`src/design/shbs_pkg.sv`:
```
// Shared types, constants and a helper function for the SHA-256 byte stream hasher.
`timescale 1ns / 1ps
`default_nettype none

package shbs_pkg;

	typedef logic [31:0] word_t;
	typedef word_t [0:7] hvec_t;
	typedef word_t [0:15] block_t;

	localparam int unsigned CountBits = 61;
	localparam logic [7:0] PadByte = 8'h80;
	localparam logic [5:0] LenBytePos = 6'd56;
	localparam logic [5:0] LastBytePos = 6'd63;
	localparam logic [5:0] LastRound = 6'd63;

	localparam word_t InitH [8] = '{
		32'h6a09e667, 32'hbb67ae85, 32'h3c6ef372, 32'ha54ff53a,
		32'h510e527f, 32'h9b05688c, 32'h1f83d9ab, 32'h5be0cd19
	};

	localparam word_t RoundK [64] = '{
		32'h428a2f98, 32'h71374491, 32'hb5c0fbcf, 32'he9b5dba5, 32'h3956c25b,
		32'h59f111f1, 32'h923f82a4, 32'hab1c5ed5, 32'hd807aa98, 32'h12835b01,
		32'h243185be, 32'h550c7dc3, 32'h72be5d74, 32'h80deb1fe, 32'h9bdc06a7,
		32'hc19bf174, 32'he49b69c1, 32'hefbe4786, 32'h0fc19dc6, 32'h240ca1cc,
		32'h2de92c6f, 32'h4a7484aa, 32'h5cb0a9dc, 32'h76f988da, 32'h983e5152,
		32'ha831c66d, 32'hb00327c8, 32'hbf597fc7, 32'hc6e00bf3, 32'hd5a79147,
		32'h06ca6351, 32'h14292967, 32'h27b70a85, 32'h2e1b2138, 32'h4d2c6dfc,
		32'h53380d13, 32'h650a7354, 32'h766a0abb, 32'h81c2c92e, 32'h92722c85,
		32'ha2bfe8a1, 32'ha81a664b, 32'hc24b8b70, 32'hc76c51a3, 32'hd192e819,
		32'hd6990624, 32'hf40e3585, 32'h106aa070, 32'h19a4c116, 32'h1e376c08,
		32'h2748774c, 32'h34b0bcb5, 32'h391c0cb3, 32'h4ed8aa4a, 32'h5b9cca4f,
		32'h682e6ff3, 32'h748f82ee, 32'h78a5636f, 32'h84c87814, 32'h8cc70208,
		32'h90befffa, 32'ha4506ceb, 32'hbef9a3f7, 32'hc67178f2
	};

	// rotate right by a constant amount
	function automatic word_t rotr(input word_t x, input int unsigned n);
		return (x >> n) | (x << (32 - n));
	endfunction

endpackage

`default_nettype wire

```
`src/design/shbs_req_if.sv`:
```
// Request channel interface: one message byte or a finish request per transaction.
`timescale 1ns / 1ps
`default_nettype none

interface shbs_req_if;
	logic       valid;
	logic       ready;
	logic       req_type;
	logic [7:0] message_byte;

	modport source (output valid, output req_type, output message_byte, input ready);
	modport sink (input valid, input req_type, input message_byte, output ready);
endinterface

`default_nettype wire

```
`src/design/shbs_dig_if.sv`:
```
// Digest channel interface: one 32-bit digest word per transaction.
`timescale 1ns / 1ps
`default_nettype none

interface shbs_dig_if;
	logic        valid;
	logic        ready;
	logic [31:0] digest_word;
	logic [2:0]  word_index;
	logic        last_word;

	modport source (output valid, output digest_word, output word_index, output last_word,
		input ready);
	modport sink (input valid, input digest_word, input word_index, input last_word,
		output ready);
endinterface

`default_nettype wire

```
`src/design/shbs_round.sv`:
```
// One SHA-256 round plus one step of the rolling message schedule.
`timescale 1ns / 1ps
`default_nettype none

module shbs_round (
	input  wire shbs_pkg::hvec_t  v,
	input  wire shbs_pkg::block_t win,
	input  wire shbs_pkg::word_t  kt,
	output shbs_pkg::hvec_t  v_nxt,
	output shbs_pkg::word_t  w_nxt
);

	shbs_pkg::word_t sig0, sig1, big0, big1, ch, maj, t1, t2;

	// schedule: win[0] is W[t], the new word is W[t+16]
	always_comb begin
		sig0 = shbs_pkg::rotr(win[1], 7) ^ shbs_pkg::rotr(win[1], 18) ^ (win[1] >> 3);
		sig1 = shbs_pkg::rotr(win[14], 17) ^ shbs_pkg::rotr(win[14], 19) ^ (win[14] >> 10);
		w_nxt = sig1 + win[9] + sig0 + win[0];
	end

	// compression round
	always_comb begin
		big1 = shbs_pkg::rotr(v[4], 6) ^ shbs_pkg::rotr(v[4], 11) ^ shbs_pkg::rotr(v[4], 25);
		ch = (v[4] & v[5]) ^ (~v[4] & v[6]);
		big0 = shbs_pkg::rotr(v[0], 2) ^ shbs_pkg::rotr(v[0], 13) ^ shbs_pkg::rotr(v[0], 22);
		maj = (v[0] & v[1]) ^ (v[0] & v[2]) ^ (v[1] & v[2]);
		t1 = v[7] + big1 + ch + kt + win[0];
		t2 = big0 + maj;
		v_nxt[0] = t1 + t2;
		v_nxt[1] = v[0];
		v_nxt[2] = v[1];
		v_nxt[3] = v[2];
		v_nxt[4] = v[3] + t1;
		v_nxt[5] = v[4];
		v_nxt[6] = v[5];
		v_nxt[7] = v[6];
	end

endmodule

`default_nettype wire

```
`src/design/sha256_byte_stream_hasher_unit.sv`:
```
// SHA-256 byte stream hasher: top level with block buffer, sequencer and digest output.
//
// Usage: the req channel carries one transaction per message byte (req_type 0)
// or a finish request (req_type 1). The dig channel returns the eight 32-bit
// digest words of a finished message, word 0 first, last_word set on word 7.
// After the digest the hasher is back at its initial values for a new message.
// A byte is taken while the hasher is idle; the byte that fills a 64-byte
// block starts a compression (64 rounds at one round per cycle through the
// single round unit, then one fold of the chain value). A finish compresses
// the padded block, plus a second length-only block when the padding spills
// over, and then presents the digest words one per cycle while dig.ready is
// high. No new byte is taken until the compression of a block is done.
// req.ready is high only while the hasher is idle; while a digest word waits
// on a stalled receiver the hasher holds it and takes no request.
// Reset (arst_n low) loads the initial hash values and clears the byte count.
`timescale 1ns / 1ps
`default_nettype none

module sha256_byte_stream_hasher_unit (
	input  wire          clk,
	input  wire          arst_n,
	shbs_req_if.sink     req,
	shbs_dig_if.source   dig
);

	typedef enum logic [1:0] {
		ST_IDLE,
		ST_ROUND,
		ST_FOLD,
		ST_EMIT
	} state_t;

	state_t                           state_q;
	logic [5:0]                       round_q;
	logic [shbs_pkg::CountBits-1:0]   count_q;
	shbs_pkg::block_t                 blk_q;
	shbs_pkg::hvec_t                  v_q;
	shbs_pkg::hvec_t                  chain_q;
	logic                             fin_q;
	logic                             two_q;
	logic [2:0]                       idx_q;

	logic [5:0]       pos;
	logic [4:0]       lane_sh;
	logic [63:0]      bit_len;
	shbs_pkg::block_t pad_blk;
	shbs_pkg::block_t len_blk;
	shbs_pkg::hvec_t  v_nxt;
	shbs_pkg::word_t  w_nxt;
	shbs_pkg::hvec_t  folded;

	assign pos = count_q[5:0];
	assign lane_sh = {~pos[1:0], 3'b000};
	assign bit_len = {count_q, 3'b000};

	// final block: 0x80 at the current position, zeros after it, length if it fits
	always_comb begin
		logic [5:0] p;
		pad_blk = blk_q;
		for (int i = 0; i < 16; i++) begin
			for (int j = 0; j < 4; j++) begin
				p = 6'(4 * i + j);
				if (p == pos) begin
					pad_blk[i][31 - 8 * j -: 8] = shbs_pkg::PadByte;
				end else if (p > pos) begin
					pad_blk[i][31 - 8 * j -: 8] = 8'h00;
				end
			end
		end
		if (pos < shbs_pkg::LenBytePos) begin
			pad_blk[14] = bit_len[63:32];
			pad_blk[15] = bit_len[31:0];
		end
	end

	// extra block when the padding spills over
	always_comb begin
		len_blk = '0;
		len_blk[14] = bit_len[63:32];
		len_blk[15] = bit_len[31:0];
	end

	// chain value plus working variables
	always_comb begin
		for (int k = 0; k < 8; k++) begin
			folded[k] = chain_q[k] + v_q[k];
		end
	end

	shbs_round u_round (
		.v     (v_q),
		.win   (blk_q),
		.kt    (shbs_pkg::RoundK[round_q]),
		.v_nxt (v_nxt),
		.w_nxt (w_nxt)
	);

	assign req.ready = (state_q == ST_IDLE);
	assign dig.valid = (state_q == ST_EMIT);
	assign dig.digest_word = chain_q[0];
	assign dig.word_index = idx_q;
	assign dig.last_word = (idx_q == 3'd7);

	// sequencer and datapath registers
	always_ff @(posedge clk or negedge arst_n) begin
		if (!arst_n) begin
			state_q <= ST_IDLE;
			round_q <= '0;
			count_q <= '0;
			blk_q <= '0;
			v_q <= '0;
			for (int k = 0; k < 8; k++) begin
				chain_q[k] <= shbs_pkg::InitH[k];
			end
			fin_q <= 1'b0;
			two_q <= 1'b0;
			idx_q <= '0;
		end else begin
			case (state_q)
				ST_IDLE: begin
					if (req.valid) begin
						round_q <= '0;
						v_q <= chain_q;
						if (!req.req_type) begin
							blk_q[pos[5:2]][lane_sh +: 8] <= req.message_byte;
							count_q <= count_q + 1'b1;
							fin_q <= 1'b0;
							two_q <= 1'b0;
							if (pos == shbs_pkg::LastBytePos) begin
								state_q <= ST_ROUND;
							end
						end else begin
							blk_q <= pad_blk;
							fin_q <= 1'b1;
							two_q <= (pos >= shbs_pkg::LenBytePos);
							state_q <= ST_ROUND;
						end
					end
				end
				ST_ROUND: begin
					v_q <= v_nxt;
					blk_q[0:14] <= blk_q[1:15];
					blk_q[15] <= w_nxt;
					round_q <= round_q + 1'b1;
					if (round_q == shbs_pkg::LastRound) begin
						state_q <= ST_FOLD;
					end
				end
				ST_FOLD: begin
					chain_q <= folded;
					if (two_q) begin
						// padding spilled: compress the length-only block next
						v_q <= folded;
						blk_q <= len_blk;
						two_q <= 1'b0;
						round_q <= '0;
						state_q <= ST_ROUND;
					end else if (fin_q) begin
						idx_q <= '0;
						state_q <= ST_EMIT;
					end else begin
						state_q <= ST_IDLE;
					end
				end
				ST_EMIT: begin
					if (dig.ready) begin
						idx_q <= idx_q + 1'b1;
						if (idx_q == 3'd7) begin
							for (int k = 0; k < 8; k++) begin
								chain_q[k] <= shbs_pkg::InitH[k];
							end
							count_q <= '0;
							fin_q <= 1'b0;
							state_q <= ST_IDLE;
						end else begin
							chain_q[0:6] <= chain_q[1:7];
						end
					end
				end
				default: begin
					state_q <= ST_IDLE;
				end
			endcase
		end
	end

	// no request is taken while a digest word is offered
	a_no_overlap: assert property (@(posedge clk) disable iff (!arst_n)
		!(req.ready && dig.valid))
		else $error("request ready while digest word is valid");

	// the last digest word ends the digest
	a_last_ends: assert property (@(posedge clk) disable iff (!arst_n)
		dig.valid && dig.ready && dig.last_word |=> !dig.valid && req.ready)
		else $error("digest continued after the last word");

	// the round sequence always ends in the fold step
	a_round_end: assert property (@(posedge clk) disable iff (!arst_n)
		state_q == ST_ROUND && round_q == shbs_pkg::LastRound |=> state_q == ST_FOLD)
		else $error("round counter did not end in fold");

	// digest output only follows a finish request
	a_emit_fin: assert property (@(posedge clk) disable iff (!arst_n)
		$rose(dig.valid) |-> fin_q && dig.word_index == 3'd0)
		else $error("digest started without a finish request");

endmodule

`default_nettype wire
```
`src/flat_wrapper.sv`:
```
// flat-port wrapper written by rule: the top's interface ports become plain ports
module sha256_byte_stream_hasher_unit_flat 
  (clk, arst_n, req_valid, req_req_type, req_message_byte, req_ready, dig_valid, dig_digest_word, dig_word_index, dig_last_word, dig_ready);
  shbs_req_if req_i ();
  shbs_dig_if dig_i ();
  input  wire clk;
  input  wire arst_n;
  input wire logic [$bits(req_i.valid)-1:0] req_valid;
  input wire logic [$bits(req_i.req_type)-1:0] req_req_type;
  input wire logic [$bits(req_i.message_byte)-1:0] req_message_byte;
  output wire logic [$bits(req_i.ready)-1:0] req_ready;
  output wire logic [$bits(dig_i.valid)-1:0] dig_valid;
  output wire logic [$bits(dig_i.digest_word)-1:0] dig_digest_word;
  output wire logic [$bits(dig_i.word_index)-1:0] dig_word_index;
  output wire logic [$bits(dig_i.last_word)-1:0] dig_last_word;
  input wire logic [$bits(dig_i.ready)-1:0] dig_ready;
  assign req_i.valid = req_valid;
  assign req_i.req_type = req_req_type;
  assign req_i.message_byte = req_message_byte;
  assign req_ready = req_i.ready;
  assign dig_valid = dig_i.valid;
  assign dig_digest_word = dig_i.digest_word;
  assign dig_word_index = dig_i.word_index;
  assign dig_last_word = dig_i.last_word;
  assign dig_i.ready = dig_ready;
  sha256_byte_stream_hasher_unit u_core (.clk(clk), .arst_n(arst_n), .req(req_i), .dig(dig_i));
endmodule
```
`config.mk`:
```
export PLATFORM = sky130hd
export DESIGN_NAME = sha256_byte_stream_hasher_unit_flat
export DESIGN_NICKNAME = d
export VERILOG_FILES = /design/src/design/shbs_pkg.sv /design/src/design/shbs_req_if.sv /design/src/design/shbs_dig_if.sv /design/src/design/shbs_round.sv /design/src/design/sha256_byte_stream_hasher_unit.sv /design/src/flat_wrapper.sv
export SDC_FILE = /design/constraint.sdc
export NUM_CORES = 2
export LEC_CHECK = 0
export BUFFER_PORTS_ARGS = -buffer_cell sky130_fd_sc_hd__buf_2
export CAP_MARGIN = 0
export CORE_MARGIN = 2
export CORE_UTILIZATION = 45
export DETAILED_ROUTE_END_ITERATION = 7
export GPL_ROUTABILITY_DRIVEN = 0
export SKIP_CTS_REPAIR_TIMING = 1
export SLEW_MARGIN = 10
export SYNTH_ARGS = -nofsm -noshare
export SYNTH_HDL_FRONTEND = slang
export SYNTH_HIERARCHICAL = 1
export SYNTH_SLANG_ARGS = --single-unit
```
`constraint.sdc`:
```
create_clock -name clk -period 9.9 [get_ports clk]
set_input_delay 0.495 -clock clk [delete_from_list [all_inputs] [get_ports clk]]
set_output_delay 0.495 -clock clk [all_outputs]
set_load 0.01 [all_outputs]
```
==> run metrics <==
vias per inst ~6.5; Synth cell types 104; Slowest cell on crit path a221oi_2; Overall Global Routing Usage about a third; row cnt roughly 160; final hold viol count 0; Sequential Power Share 44.9%; Die Width roughly 430 µm; maximum vdd drop between 0.15 and 0.2 mV; CTS H-tree depth 4; Iter 0 DRT Violations slightly below 10,000; HPWL Detailed between 200 and 250 mm; Slew Viols, Final 0; Setup CP Type reg -> reg; RSZ-0062 raised after global routing no; Synth warnings 6; top cell type's share of synthesized area 29.0%; Initial Util ~45%; Synth Flop Type dfrtp_1; cell with the most instances after synthesis nand2_1; crit-path max FO 19; Mapped Area ~83,000 µm²; TritonCTS Buffers between 100 and 150; I/O pin count a little over 50; Most common cell on crit path inv_1; status finished, violations left; Syn Area/Cell ~8.4 µm²; Crit path required time 10.56 ns; failing checks DRC; nets roughly 10,000; ranking of synthesized cells by area dfrtp_1 29%, ha_1 6.1%, nand2_1 6.0%, o21ai_0 5.9%, fa_1 4.7%; worst skew pair latency 0.82 ns; routed wire length 328 mm; setup violators final 0; clock network fraction of design power between 50 and 60%; antenna viol nets, final 0; number of port buffers 50; WP data arrival between 10 and 15 ns; Pwr Density between 100 and 150 nW/µm²; Seq/Total Area, Yosys 33.3%; Sinks on Clock Net about 1,100; pin count of the biggest net entering global routing ~190; number of global-route vias before repair between 70,000 and 80,000; Avg WL per Cell ~27 µm; Syn Nets 10,500; register clock-pin slew on the reported worst setup and hold paths about 0.06 ns; fraction of layout cells with a size suffix above 1 7.19%; startpoint types flip-flop; Post-synth EDFFs 0; Internal Power between 7000 and 8000 µW; Final min period ~9.5 ns; antenna violations before repair 6; clock root buffer clkbuf_16; worst rel slew slack 6.55%; setup_tns 0 ns; Post-synth ARST share 100%; flops & latches, synth around 1,100; vias post-DR roughly 80,000; fmax 105 MHz; Least-Margin Pin Slew approximately 1.4 ns; Residual DRC between 200 and 300; maximum buffer depth of the clock tree 3; die area 188,000 µm²; sw frac 22.7%; P&R area growth vs syn 6.99%; Die Ht about 430 µm; Post-Syn Instances 9,866; grt total ovfl 0; TritonCTS clock tree yes; Total Power ~10000 µW; Setup Skew 0.0546 ns; DR pass1 iterations 8; Core Region between 150,000 and 200,000 µm²; Final Cycle Share 95.8%; first-pass GRT wire length ~500 mm; worst hold margin 0.0913 ns; Combinational Power Share 1.1%; Yosys top cell by area dfrtp_1; Leakage 0.0381 µW; Max-cap violations 0; hold crit path type in -> reg; sw power 2270 µW; Crit. End Element flip-flop; max incr delay on CP a little under 0.6 ns; Commonest cells post-synth 1,317 x nand2_1, 985 x o21ai_0, 962 x dfrtp_1
[critical path: cells and delay by family, from the launching register on]
kind,cells,cell delay [ns]
buffers and inverters,7,0.58
adders and majority gates,7,2.75
xor gates and xnor gates,2,0.31
DFF,1,0.37
AOI/OAI and AO/OA,20,4.25
and+or+nand+nor,4,1.05
[logic make-up after synthesis]
logic type | Yosys count | share of synthesized area (%)
compound gates | 3421 | 27.3
simple gates | 2793 | 14.3
xor+xnor | 640 | 6.76
buf+inv | 1244 | 6.65
fa+ha+maj | 618 | 11.0
mux | 52 | 0.709
flops | 1098 | 33.3
[metrics by stage]
| step | std cells | worst slack (ns) | util (%) | instance area [µm²] |
|---|---|---|---|---|
| global placement | 11700 | 0.630 | 45.9 | 84000 |
| CTS | 12000 | 0.502 | 48.5 | 88800 |
| finish | 12000 | 0.415 | 48.5 | 88900 |
| global route | 12000 | 0.0278 | 48.5 | 88900 |
| floorplan | 9866 | 1.42 | - | 83100 |
| detailed placement | 11700 | 0.542 | 45.9 | 84000 |
[routing by layer]
metal / global-route usage [%] / share of wire, % / routed length [µm] / vias up
li1: - / - / - / 34400
met5: 0 / 0.010 / 34 / -
met4: 25.0 / 8.6 / 28200 / 4
met3: 7.51 / 9.2 / 30200 / 1246
met1: 42.3 / 38 / 125000 / 38200
met2: 52.8 / 44 / 144000 / 4247
[area by class of cell]
class                   count  area, µm²
diodes                      4       10.0
well taps                2464       3080
multi-input cells        7524      50200
inverters                 455       1720
clock buffers             197       3930
clock inverters            50        840
flip-flops and latches   1098      27700
repair buffers            199       1490
fillers                 17700      94400
[cells in the final DEF, fill, tap and decap left out, types with 35 or more instances in the layout]
cell | synthesis | routed
o21ai_0 | 985 | 984
nand4_1 | 58 | 58
nand2_1 | 1317 | 1311
a21oi_1 | 619 | 618
a221oi_1 | 294 | 293
a221o_1 | 39 | 39
xor2_1 | 225 | 225
nand3_1 | 146 | 146
xnor2_1 | 414 | 414
o31ai_1 | 99 | 99
a22oi_1 | 55 | 54
o22ai_1 | 174 | 173
o211ai_1 | 74 | 74
nand2b_1 | 44 | 44
dfstp_2 | 136 | 136
dfrtp_1 | 962 | 959
fa_1 | 195 | 195
a31oi_1 | 87 | 87
o21bai_1 | 35 | 35
a22o_1 | 396 | 396
a21o_1 | 211 | 211
o21a_1 | 48 | 48
nor2_1 | 807 | 793
a211oi_1 | 67 | 66
nor3_1 | 169 | 162
or3_1 | 42 | 41
buf_2 | 13 | 49
clkbuf_16 | 0 | 135
ha_1 | 402 | 396
and3_1 | 55 | 55
nor2b_1 | 44 | 44
buf_4 | 224 | 139
inv_1 | 450 | 449
[power groups by stage]
stage          clock network [µW]  logic (µW)  registers (µW)
3_3_place_gp                    0         117            4570
6_report                     5390         114            4490
4_1_cts                      5450         118            4490
3_5_place_dp                    0         118            4570
5_1_grt                      5650         131            4490
2_1_floorplan                   0        3.82            4570
[path summary, 6_finish.rpt]
check,from,end,slack (ns),cells after the start
setup / recovery,u_core/round_q[1],u_core/v_q[252],0.42,40
max in group asynchronous,arst_n,asynchronous set/reset pin,7.51,4
hold reg to reg,flip-flop,flip-flop,0.48,2
hold / removal,req_valid,u_core/fin_q,0.09,3
setup reg to reg,u_core/round_q[1],u_core/v_q[252],0.42,40
min in group asynchronous,arst_n,u_core/v_q[224],0.23,2
Power figures use the tool's default switching activity.
